$ cat src/sv/spm_pkg.sv
// Shared types, constants and helpers of the sample playback mixer.
package spm_pkg;

   localparam int SAMPLE_DEPTH = 16384;
   localparam int ADDR_W = $clog2(SAMPLE_DEPTH);
   localparam int LEN_W = 15;
   localparam int POS_W = 31;
   localparam int ATTEN_W = 5;
   localparam int AUDIO_W = 16;
   localparam int RATE_W = 16;
   localparam logic [RATE_W-1:0] RATE_RESET = 16'd41610;
   localparam logic [ATTEN_W-1:0] MAX_ATTEN = 5'd16;
   localparam logic [LEN_W-1:0] MAX_LENGTH = LEN_W'(SAMPLE_DEPTH);

   localparam int REQ_DATA_W = 64;
   localparam int RSP_DATA_W = 40;

   typedef enum logic [2:0] {
      OP_WRITE = 3'd0,
      OP_START = 3'd1,
      OP_STOP  = 3'd2,
      OP_PAN   = 3'd3,
      OP_TICK  = 3'd4
   } op_type;

   // One tick on its way from the memory read to the output register.
   typedef struct packed {
      logic signed [AUDIO_W-1:0] music;
      logic [ATTEN_W-1:0]        left_gain;
      logic [ATTEN_W-1:0]        right_gain;
      logic                      positioned;
      logic                      active;
      logic                      playing;
   } tick_info_type;

   // Wrap a wide index into the sample memory.
   function automatic logic [ADDR_W-1:0] mem_index(input logic [31:0] value);
      mem_index = value[ADDR_W-1:0];
   endfunction

endpackage

$ cat src/sv/spm_mix.sv
// One side of the mixer: center and scale a sample byte, add music, saturate; pass music through when inactive.
module spm_mix (
   input  logic [7:0]                          sample_byte,
   input  logic [spm_pkg::ATTEN_W-1:0]         gain,
   input  logic                                positioned,
   input  logic                                active,
   input  logic signed [spm_pkg::AUDIO_W-1:0]  music,
   output logic signed [spm_pkg::AUDIO_W-1:0]  mixed
);
   import spm_pkg::*;

   logic signed [8:0]  centered;
   logic signed [14:0] product;
   logic signed [17:0] scaled;
   logic signed [17:0] sum;

   always_comb begin
      centered = $signed({1'b0, sample_byte}) - 9'sd128;
      product = 15'(centered) * 15'($signed({1'b0, gain}));
      // positioned: centered * 256 * gain / 32; otherwise centered * 256 / 4
      if (positioned) begin
         scaled = {product, 3'b000};
      end else begin
         scaled = {{3{centered[8]}}, centered, 6'b000000};
      end
      sum = scaled + 18'(music);
      if (!active) begin
         mixed = music;
      end else if (sum > 18'sd32767) begin
         mixed = 16'sh7FFF;
      end else if (sum < -18'sd32768) begin
         mixed = 16'sh8000;
      end else begin
         mixed = sum[AUDIO_W-1:0];
      end
   end

endmodule

$ cat config.mk
export PLATFORM = sky130hd
export DESIGN_NAME = spm_mix
export DESIGN_NICKNAME = d
export VERILOG_FILES = /design/src/sv/spm_pkg.sv /design/src/sv/spm_mix.sv
export SDC_FILE = /design/constraint.sdc
export NUM_CORES = 1
export LEC_CHECK = 0
export BUFFER_PORTS_ARGS = -buffer_cell sky130_fd_sc_hd__buf_2
export CORE_MARGIN = 2
export CORE_UTILIZATION = 40
export DETAILED_ROUTE_END_ITERATION = 7
export REMOVE_ABC_BUFFERS = 1
export SLEW_MARGIN = 20
export SYNTH_ARGS = -nofsm -noshare
export SYNTH_HDL_FRONTEND = slang
export SYNTH_SLANG_ARGS = --single-unit
$ cat constraint.sdc
create_clock -name vclk -period 8.18
set_input_delay 0.409 -clock vclk [all_inputs]
set_output_delay 0.409 -clock vclk [all_outputs]
set_load 0.02 [all_outputs]
## Yosys cells after proc, flatten, opt, wreduce, memory -nomap -nowiden

Cells that the tools add are included.

| storage, ports and cells | value |
|---|---|
| flip-flop bits (word level) | 0 |
| word-level logic and storage cells | 9 |

| operators by class | value |
|---|---|
| magnitude comparators | 2 |
| $add $sub $neg | 2 |
| mux-type cells | 4 |
| multiply operators | 1 |

Operators by type and width:

| kind | count |
|---|---|
| $mux W16 | 3 |
| $add A18 B16 Y18 | 1 |
| $gt A18 B16 Y1 const B | 1 |
| $lt A18 B16 Y1 const B | 1 |
| $mux W18 | 1 |
| $mul A9 B6 Y15 | 1 |
| $sub A8 B8 Y9 const B | 1 |

## Longest topological paths before layout

Gate-level depths: netlist of the first run.

| depth | value |
|---|---|
| word-level depth | 8 |
| depth in mapped cells | 25 |

## Worst setup path after synthesis of the first run

OpenSTA, ideal clock, no wires.

| timing path | value |
|---|---|
| kind | input to output |
| start | in gain[2] in the netlist's numbering |
| end | out mixed[10] in the netlist's numbering |
| path buffers | 1 |
| path slack | 2.127 ns |
| stages | 25 |
| arrival time | 5.644 ns |
| cells stage by stage | and2_1 fa_1 inv_1 fa_1 inv_1 fa_1 ha_1 a21o_1 a21oi_1 o21bai_1 a21oi_1 o21bai_1 a21oi_1 xnor2_1 a21o_1 ha_1 nand3_1 or2_1 a31oi_2 nor2_1 a211o_1 and2_1 a211oi_2 buf_4 a221o_1 |

| on the way | value |
|---|---|
| longest elaborated chain between the ends | 7 |

Ends and longest elaborated chain:

| element | line | source |
|---|---|---|
| start, declared | spm_mix.sv:4 | `input logic [spm_pkg::ATTEN_W-1:0] gain,` |
| $mul A9 B6 Y15 (*) | spm_mix.sv:19 | `product = 15'(centered) * 15'($signed({1'b0, gain}));` |
| $mux W18 (*) | spm_mix.sv:21 | `if (positioned) begin` |
| $add A18 B16 Y18 (*) | spm_mix.sv:26 | `sum = scaled + 18'(music);` |
| $lt A18 B16 Y1 | spm_mix.sv:31 | `end else if (sum < -18'sd32768) begin` |
| $mux W16 | spm_mix.sv:31 |  |
| $mux W16 (*) | spm_mix.sv:29 | `end else if (sum > 18'sd32767) begin` |
| $mux W16 (*) | spm_mix.sv:27 | `if (!active) begin` |
| end, declared | spm_mix.sv:8 | `output logic signed [spm_pkg::AUDIO_W-1:0] mixed` |

Every way passes the cells marked *; elsewhere a longest branch is shown, timed or not.

## Worst setup path after layout of the first run

| timing path | value |
|---|---|
| start | in gain[2] in the netlist's numbering |
| end | out mixed[13] in the netlist's numbering |

The elaborated chain is that of the path after synthesis.

==> impl_results.md, run 1 <==
* Run status: finished clean
* Max-slew headroom at between 40% and 50%
* # rows at 29
* Remaining global-route overflow at 0
* Max_cap viols at 0
* WL/cell at 13.9 µm
* Seq Cell Count at 0
* Worst Hold Class: primary input to primary output
* Dpl hpwl at 5.11 mm
* Multi-input combinational cell area at 0.00244 mm²
* CP delay by family, top: compound AO/OA/AOI/OAI gates
* # setup viols final at 0
* Post-route ant nets at 0
* DRC at 0
* Postcts setup bufs at 0
* Die height at between 80 and 90 µm
* First-pass GRT wire length at 10.4 mm
* Core footprint at about 0.0063 mm²
* Ys Warns at 0
* Slowest cell on the critical path: a211oi_2
* Cell area after synthesis at 0.00261 mm²
* Post-synthesis sequential area ratio at 0%
* GR Util All Layers at 17.1%
* Die W at around 85 µm
* Slew of the pin with the lowest slew margin at 0.874 ns
* CP Data Arrival Time at about 6.6 ns
* Share of cells above drive strength 1 at between 10% and 20%
* Cts hold-fix bufs at 0
* Initial antenna violation count at 0
* Filler instances at approximately 640
* Final Cycle Share at between 80% and 90%
* Die area at a little over 0.007 mm²
* TNS Setup at 0 ns
* Post-placement cell count at between 400 and 500
* Yosys top cell area share at 20.2%
* Setup CP Type: primary input to primary output
* Buffers & Inverters on Critical Path at 4
* PwrDens at between 200 and 300 mW/mm²
* Pins over their slew limit at 0
* Leak pwr at 1.53 nW
* Syn avg cell area at roughly 8.4 µm²
* Design Power at ~760 µW
* Vias at 2,305
* Critical path required time at 7.77 ns
* Crit. End Element: primary output
* Port bufs at 47
* Slowest stage delay, CP at about 0.7 ns
* Final hold viol count at 0
* RSZ-0062 raised after global routing: false
* Post-synth cell types at 45
* Initial DRT Pass Iterations at 4
* Via/cell ratio at 5.39
* Max rail drop VDD at 0.182 mV
* Final Routed Wirelength at about 6.0 mm
* Pre-CTS WS at roughly 1.2 ns
* Reg area at 0 µm²
* Most common cell after layout, fill and taps aside: buf_2
* Largest net degree at the start of global routing at 19
* Nets@finish at between 400 and 500
* Largest area contributor in the netlist: ha_1
* Max frequency at about 140 MHz
* Ports at between 40 and 50
* Non-Filler Instances at 428
* Largest cells by area after synthesis: ha_1, fa_1, and2_1, xnor2_1, a21o_1
* Vias in the first global route at 2,319
* Post-Syn Instances at just over 300
* Crit path time final at roughly 7 ns
* Setup WS post-layout at between 1 and 1.5 ns
* CP Launch Type: primary input
* Most frequent cells in the layout: buf_2, ha_1, and2_1
* Clk_buf instances at 0
* Maximum net fanout on the critical path at 13
* GPL Wtd Cong at approximately 0.85
* Starting Density at between 40% and 50%
* Antenna fix cells at 0
* Post-CTS Resized at 0
* Synthesis-to-layout area growth at 11.4%
* 1st-iter DRT viols at 56
## where the power goes
| part | switching, mW | internal [mW] |
|---|---|---|
| clock | 0 | 0 |
| sequential | 0 | 0 |
| combinational | 0.436 | 0.327 |
## cells by family (layout without fill, tap and decap cells)
family          count (synthesis)  count (layout)  share of synthesized area, %
compound gates                 92              92                          26.2
simple gates                   79              79                          17.4
fa+ha+maj                      66              66                          38.6
buf+inv                        41              82                          6.39
xor+xnor                       25              25                          8.40
mux                             7               7                          3.02
## layout make-up
type	count	area share, %
Multi-Input combinational cell	269	84.1
Timing Repair Buffer	47	8.10
Inverter	35	4.53
Tap cell	77	3.32
## Yosys cell counts (2+ instances only)
library cell	instances
or2_1	2
a211o_1	3
o311ai_1	2
nand3_1	7
and3_1	2
o211ai_1	2
a21o_1	18
o21ai_0	4
nand2_1	5
fa_1	24
xor2_1	9
clkbuf_1	3
xnor2_1	16
inv_1	35
and2_1	39
o21bai_1	3
a211oi_1	2
o21a_1	6
a221o_1	10
mux2_2	7
or2_2	2
ha_1	42
nor3_1	4
a31oi_1	2
nor2b_1	7
o211a_1	2
o21ai_1	2
a21oi_1	25
nor2_1	7
o311a_1	3
## routing by layer
layer  routed length, µm  global-route usage [%]  vias up
met4                  71                    1.88        0
met5                   0                       0        -
met2                2850                    29.7       45
met1                2880                    24.6     1061
met3                 157                   0.393        6
li1                    -                       -     1193
## path summary, 6_finish.rpt
check	start	end	cells after the start
setup / recovery	gain[2]	mixed[13]	26
hold / removal	music[0]	mixed[0]	3
## metrics by stage
| step | utilization (%) | cell area, µm² | hold slack [ns] |
|---|---|---|---|
| after global placement | 46.0 | 2900 | 1.13 |
| final | 46.0 | 2900 | 1.13 |
| after CTS | 46.0 | 2900 | 1.13 |
| after floorplan | - | 2570 | 1.01 |
| after global routing | 46.0 | 2900 | 1.15 |
| after detailed placement | 46.0 | 2900 | 1.13 |
Power figures use the tool's default switching activity.
==> inputs of run 2 (changes only) <==
--- a/config.mk
+++ b/config.mk
@@ -7,8 +7,9 @@
 export LEC_CHECK = 0
 export BUFFER_PORTS_ARGS = -buffer_cell sky130_fd_sc_hd__buf_2
 export CORE_MARGIN = 2
-export CORE_UTILIZATION = 40
+export CORE_UTILIZATION = 60
 export DETAILED_ROUTE_END_ITERATION = 7
+export PLACE_DENSITY = 0.95
 export REMOVE_ABC_BUFFERS = 1
 export SLEW_MARGIN = 20
 export SYNTH_ARGS = -nofsm -noshare
==> run 2 against run 1 <==
Net effect:
- first-iteration DRC count increased by 120%
- highest routed layer unchanged
- core utilization increased by 24 points
- largest power group unchanged
- maximum frequency increased by 0.52%
- count of clock-buffer cells in the layout unchanged
- die area decreased by 32%
- critical endpoint is now mixed[14]
==> impl_results.md, run 2 (same netlist as run 1, synthesis figures left out) <==
* Run status: finished clean
* Worst Hold Class: primary input to primary output
* DRC at 0
* Crit. End Element: primary output
* Remaining global-route overflow at 0
* Max rail drop VDD at about 0.23 mV
* First-pass GRT wire length at around 10 mm
* Max frequency at roughly 140 MHz
* Share of cells above drive strength 1 at between 10% and 20%
* GR Util All Layers at between 20% and 30%
* Antenna fix cells at 0
* Synthesis-to-layout area growth at 10.1%
* Post-route ant nets at 0
* Final core occ at 70.2%
* Crit path time final at about 7 ns
* Most common cell after layout, fill and taps aside: buf_2
* Pins over their slew limit at 0
* Design Power at 768 µW
* Vias in the first global route at around 2,400
* Reg area at 0 µm²
* Ports at between 40 and 50
* WL/cell at 14.9 µm
* Max_cap viols at 0
* RSZ-0062 raised after global routing: false
* Core footprint at a little over 0.004 mm²
* Buffers & Inverters on Critical Path at 4
* # rows at 23
* Nets@finish at 450
* Postcts setup bufs at 0
* Most frequent cells in the layout: buf_2, ha_1, and2_1
* 1st-iter DRT viols at 122
* Leak pwr at ~1.5 nW
* Max-slew headroom at approximately 43%
* Slew of the pin with the lowest slew margin at 0.846 ns
* CP delay by family, top: compound AO/OA/AOI/OAI gates
* Cts hold-fix bufs at 0
* Dpl hpwl at 5.17 mm
* Clk_buf instances at 0
* Setup CP Type: primary input to primary output
* Port bufs at 47
* Via/cell ratio at 5.98
* Initial DRT Pass Iterations at 4
* Critical path required time at between 7 and 8 ns
* # setup viols final at 0
* CP Launch Type: primary input
* GPL Wtd Cong at around 0.86
* Maximum net fanout on the critical path at 13
* Non-Filler Instances at approximately 400
* Largest net degree at the start of global routing at 19
* Final Cycle Share at a little under nine tenths
* Starting Density at a little under two thirds
* Slowest stage delay, CP at between 0.7 and 0.8 ns
* TNS Setup at 0 ns
* PwrDens at 268 mW/mm²
* Die area at 0.00489 mm²
* Initial antenna violation count at 0
* Post-CTS Resized at 0
* Die W at roughly 70 µm
* Seq Cell Count at 0
* Final Routed Wirelength at 5.98 mm
* Die height at between 60 and 70 µm
* Final hold viol count at 0
* CP Data Arrival Time at ~6.6 ns
* Vias at between 2,000 and 2,500
* Slowest cell on the critical path: a211oi_2
* Multi-input combinational cell area at roughly 0.0024 mm²
* Post-placement cell count at roughly 400
* Filler instances at 340
==> run 2: cell counts in the layout (fill, tap and decap cells not counted) <==
No cell type changed its count.
==> run 2: report_power, final <==
group          switching, mW  internal [mW]
Clock                      0              0
Sequential                 0              0
Combinational          0.440          0.328
Total                  0.440          0.328
==> run 2: final timing paths <==
check | slack [ns] | depth (start not counted) | endpoint | from
worst max-delay path | 1.21 | 26 | mixed[14] | gain[2]
worst min-delay path | 1.13 | 3 | mixed[0] | music[0]
==> run 2: metrics by stage <==
step           hold slack (ns)  cell area, µm²  worst slack [ns]
2_1_floorplan             1.01            2570              1.98
3_3_place_gp              1.13            2870              1.44
3_5_place_dp              1.13            2870              1.25
4_1_cts                   1.13            2870              1.23
5_1_grt                   1.14            2870             0.733
6_report                  1.13            2870              1.21
==> run 2: per-layer routing <==
metal	routed length (µm)	GRT usage, %	part of all wire, %	vias to the layer above
met5	0	0	0	-
met4	36	2.99	0.60	0
met3	220	0.722	3.7	6
met2	3180	48.8	53	65
met1	2540	31.5	43	1128
li1	-	-	-	1197
==> run 2: layout make-up <==
type | instances | share of cell area [%]
inverter | 35 | 4.58
timing repair buffer | 47 | 8.20
multi-input combinational | 269 | 85.0
tap | 50 | 2.18
==> inputs of run 3 (changes only) <==
--- a/config.mk
+++ b/config.mk
@@ -5,11 +5,12 @@
 export SDC_FILE = /design/constraint.sdc
 export NUM_CORES = 1
 export LEC_CHECK = 0
-export BUFFER_PORTS_ARGS = -buffer_cell sky130_fd_sc_hd__buf_2
+export CORE_ASPECT_RATIO = 1.4
 export CORE_MARGIN = 2
-export CORE_UTILIZATION = 60
+export CORE_UTILIZATION = 62
 export DETAILED_ROUTE_END_ITERATION = 7
-export PLACE_DENSITY = 0.95
+export DONT_BUFFER_PORTS = 1
+export PLACE_DENSITY = 0.92
 export REMOVE_ABC_BUFFERS = 1
 export SLEW_MARGIN = 20
 export SYNTH_ARGS = -nofsm -noshare
==> constraint.sdc (replaced) <==
create_clock -name vclk -period 6.4
set_input_delay 0.32 -clock vclk [all_inputs]
set_output_delay 0.32 -clock vclk [all_outputs]
set_load 0.02 [all_outputs]
==> run 3 against run 2 <==
Net effect:
- first-iteration DRC count down 29%
- flip-flop and latch count unchanged
- largest power group unchanged
- cell count down 12%
- largest cell class unchanged
==> impl_results.md, run 3 (same netlist as run 1, synthesis figures left out) <==
* Initial antenna violation count at 0
* TNS Setup at 0 ns
* PwrDens at approximately 350 mW/mm²
* # rows at 27
* CP Launch Type: primary input
* Max rail drop VDD at between 0.3 and 0.4 mV
* First-pass GRT wire length at 9.88 mm
* GPL Wtd Cong at approximately 0.94
* Remaining global-route overflow at 0
* Core footprint at approximately 0.0040 mm²
* Die W at slightly below 60 µm
* Via/cell ratio at ~6.5
* Max-slew headroom at 69.6%
* Pins over their slew limit at 0
* Hold-critical path depth at 1
* Ports at between 40 and 50
* Hold Slack at between 0.8 and 0.9 ns
* Max_cap viols at 0
* Critical path required time at 6.08 ns
* Worst Hold Class: primary input to primary output
* Final hold viol count at 0
* # setup viols final at 0
* Setup CP Type: primary input to primary output
* Die area at 0.00475 mm²
* Crit path time final at between 6 and 7 ns
* Design area at ~0.0027 mm²
* Pre-CTS WS at roughly 0.014 ns
* Starting Density at between 60% and 70%
* Die height at slightly above 80 µm
* Final Cycle Share at just under 100%
* CP Data Arrival Time at roughly 6 ns
* Setup WS post-layout at 0.197 ns
* Most frequent cells in the layout: ha_1, and2_1, inv_1
* Vias in the first global route at roughly 2,400
* 1st-iter DRT viols at between 80 and 90
* Crit. End Element: primary output
* Initial DRT Pass Iterations at 4
* Slew of the pin with the lowest slew margin at ~0.46 ns
* Largest net degree at the start of global routing at 19
* Clk_buf instances at 0
* Placed cell areas at 0.00265 mm²
* Nets@finish at a little over 400
* Synthesis-to-layout area growth at 4.03%
* Antenna fix cells at 0
* Reg area at 0 µm²
* Post-placement cell count at 350
* Non-Filler Instances at about 350
* Max frequency at around 160 MHz
* Port bufs at 0
* Dpl hpwl at approximately 4.9 mm
* Share of cells above drive strength 1 at 8.71%
* Final Routed Wirelength at roughly 6 mm
* Maximum net fanout on the critical path at 8
* WL/cell at roughly 17 µm
* Seq Cell Count at 0
* Most common cell after layout, fill and taps aside: ha_1
* Leak pwr at approximately 1.4 nW
* Post-route ant nets at 0
* Vias at 2,277
* GR Util All Layers at between 20% and 30%
* Run status: finished clean
* DRC at 0
run 3: final timing paths:
path / end / start / slack, ns
max: mixed[14] / gain[2] / 0.20
min: mixed[1] / music[1] / 0.83
run 3: metal layers:
layer / vias to the layer above / track usage, % / wire length (µm)
met5: - / 0 / 0
met4: 0 / 3.41 / 54
met3: 6 / 1.61 / 254
met2: 65 / 49.6 / 3420
met1: 1103 / 30.4 / 2260
li1: 1103 / - / -
run 3: layout make-up:
type / count / area (µm²)
Multi-Input combinational cell: 269 / 2480
Fill cell: 313 / 1270
Inverter: 35 / 131
Tap cell: 43 / 53.8
Timing Repair Buffer: 6 / 42.5
run 3: timing repair:
| item | 4_1_cts | 5_1_grt |
|---|---|---|
| hold buffers | 0 | 0 |
| setup endpoints to repair | 0 | 15 |
| gates resized for setup | 0 | 10 |
| buffers inserted | 0 | 2 |
| hold endpoints to repair | 0 | 0 |
run 3: power by group:
| group | internal, mW | leakage [nW] | switching (mW) |
|---|---|---|---|
| clock network | 0 | 0 | 0 |
| logic | 0.403 | 1.38 | 0.554 |
| registers | 0 | 0 | 0 |
| total | 0.403 | 1.38 | 0.554 |
run 3: worst max-delay path, cell delays in order:
cell,delay [ns]
and2_1,0.15
fa_1,0.53
inv_1,0.05
fa_1,0.48
inv_1,0.06
fa_1,0.59
ha_4,0.23
a21o_1,0.17
a21oi_2,0.17
o21bai_1,0.11
a21oi_2,0.15
o21bai_1,0.08
a21oi_1,0.17
xnor2_1,0.10
a21o_1,0.19
ha_2,0.38
nand3_1,0.12
or2_1,0.27
a31oi_4,0.20
nor2_1,0.07
a211o_1,0.31
and2_2,0.24
a211oi_4,0.25
buf_4,0.15
buf_4,0.10
a221o_1,0.23
run 3: stage by stage:
stage                     power (mW)  util (%)
final                          0.956      68.0
after global routing            1.05      68.0
after CTS                      0.899      66.4
after detailed placement       0.893      66.4
after global placement         0.871      66.4
after floorplan                0.754         -
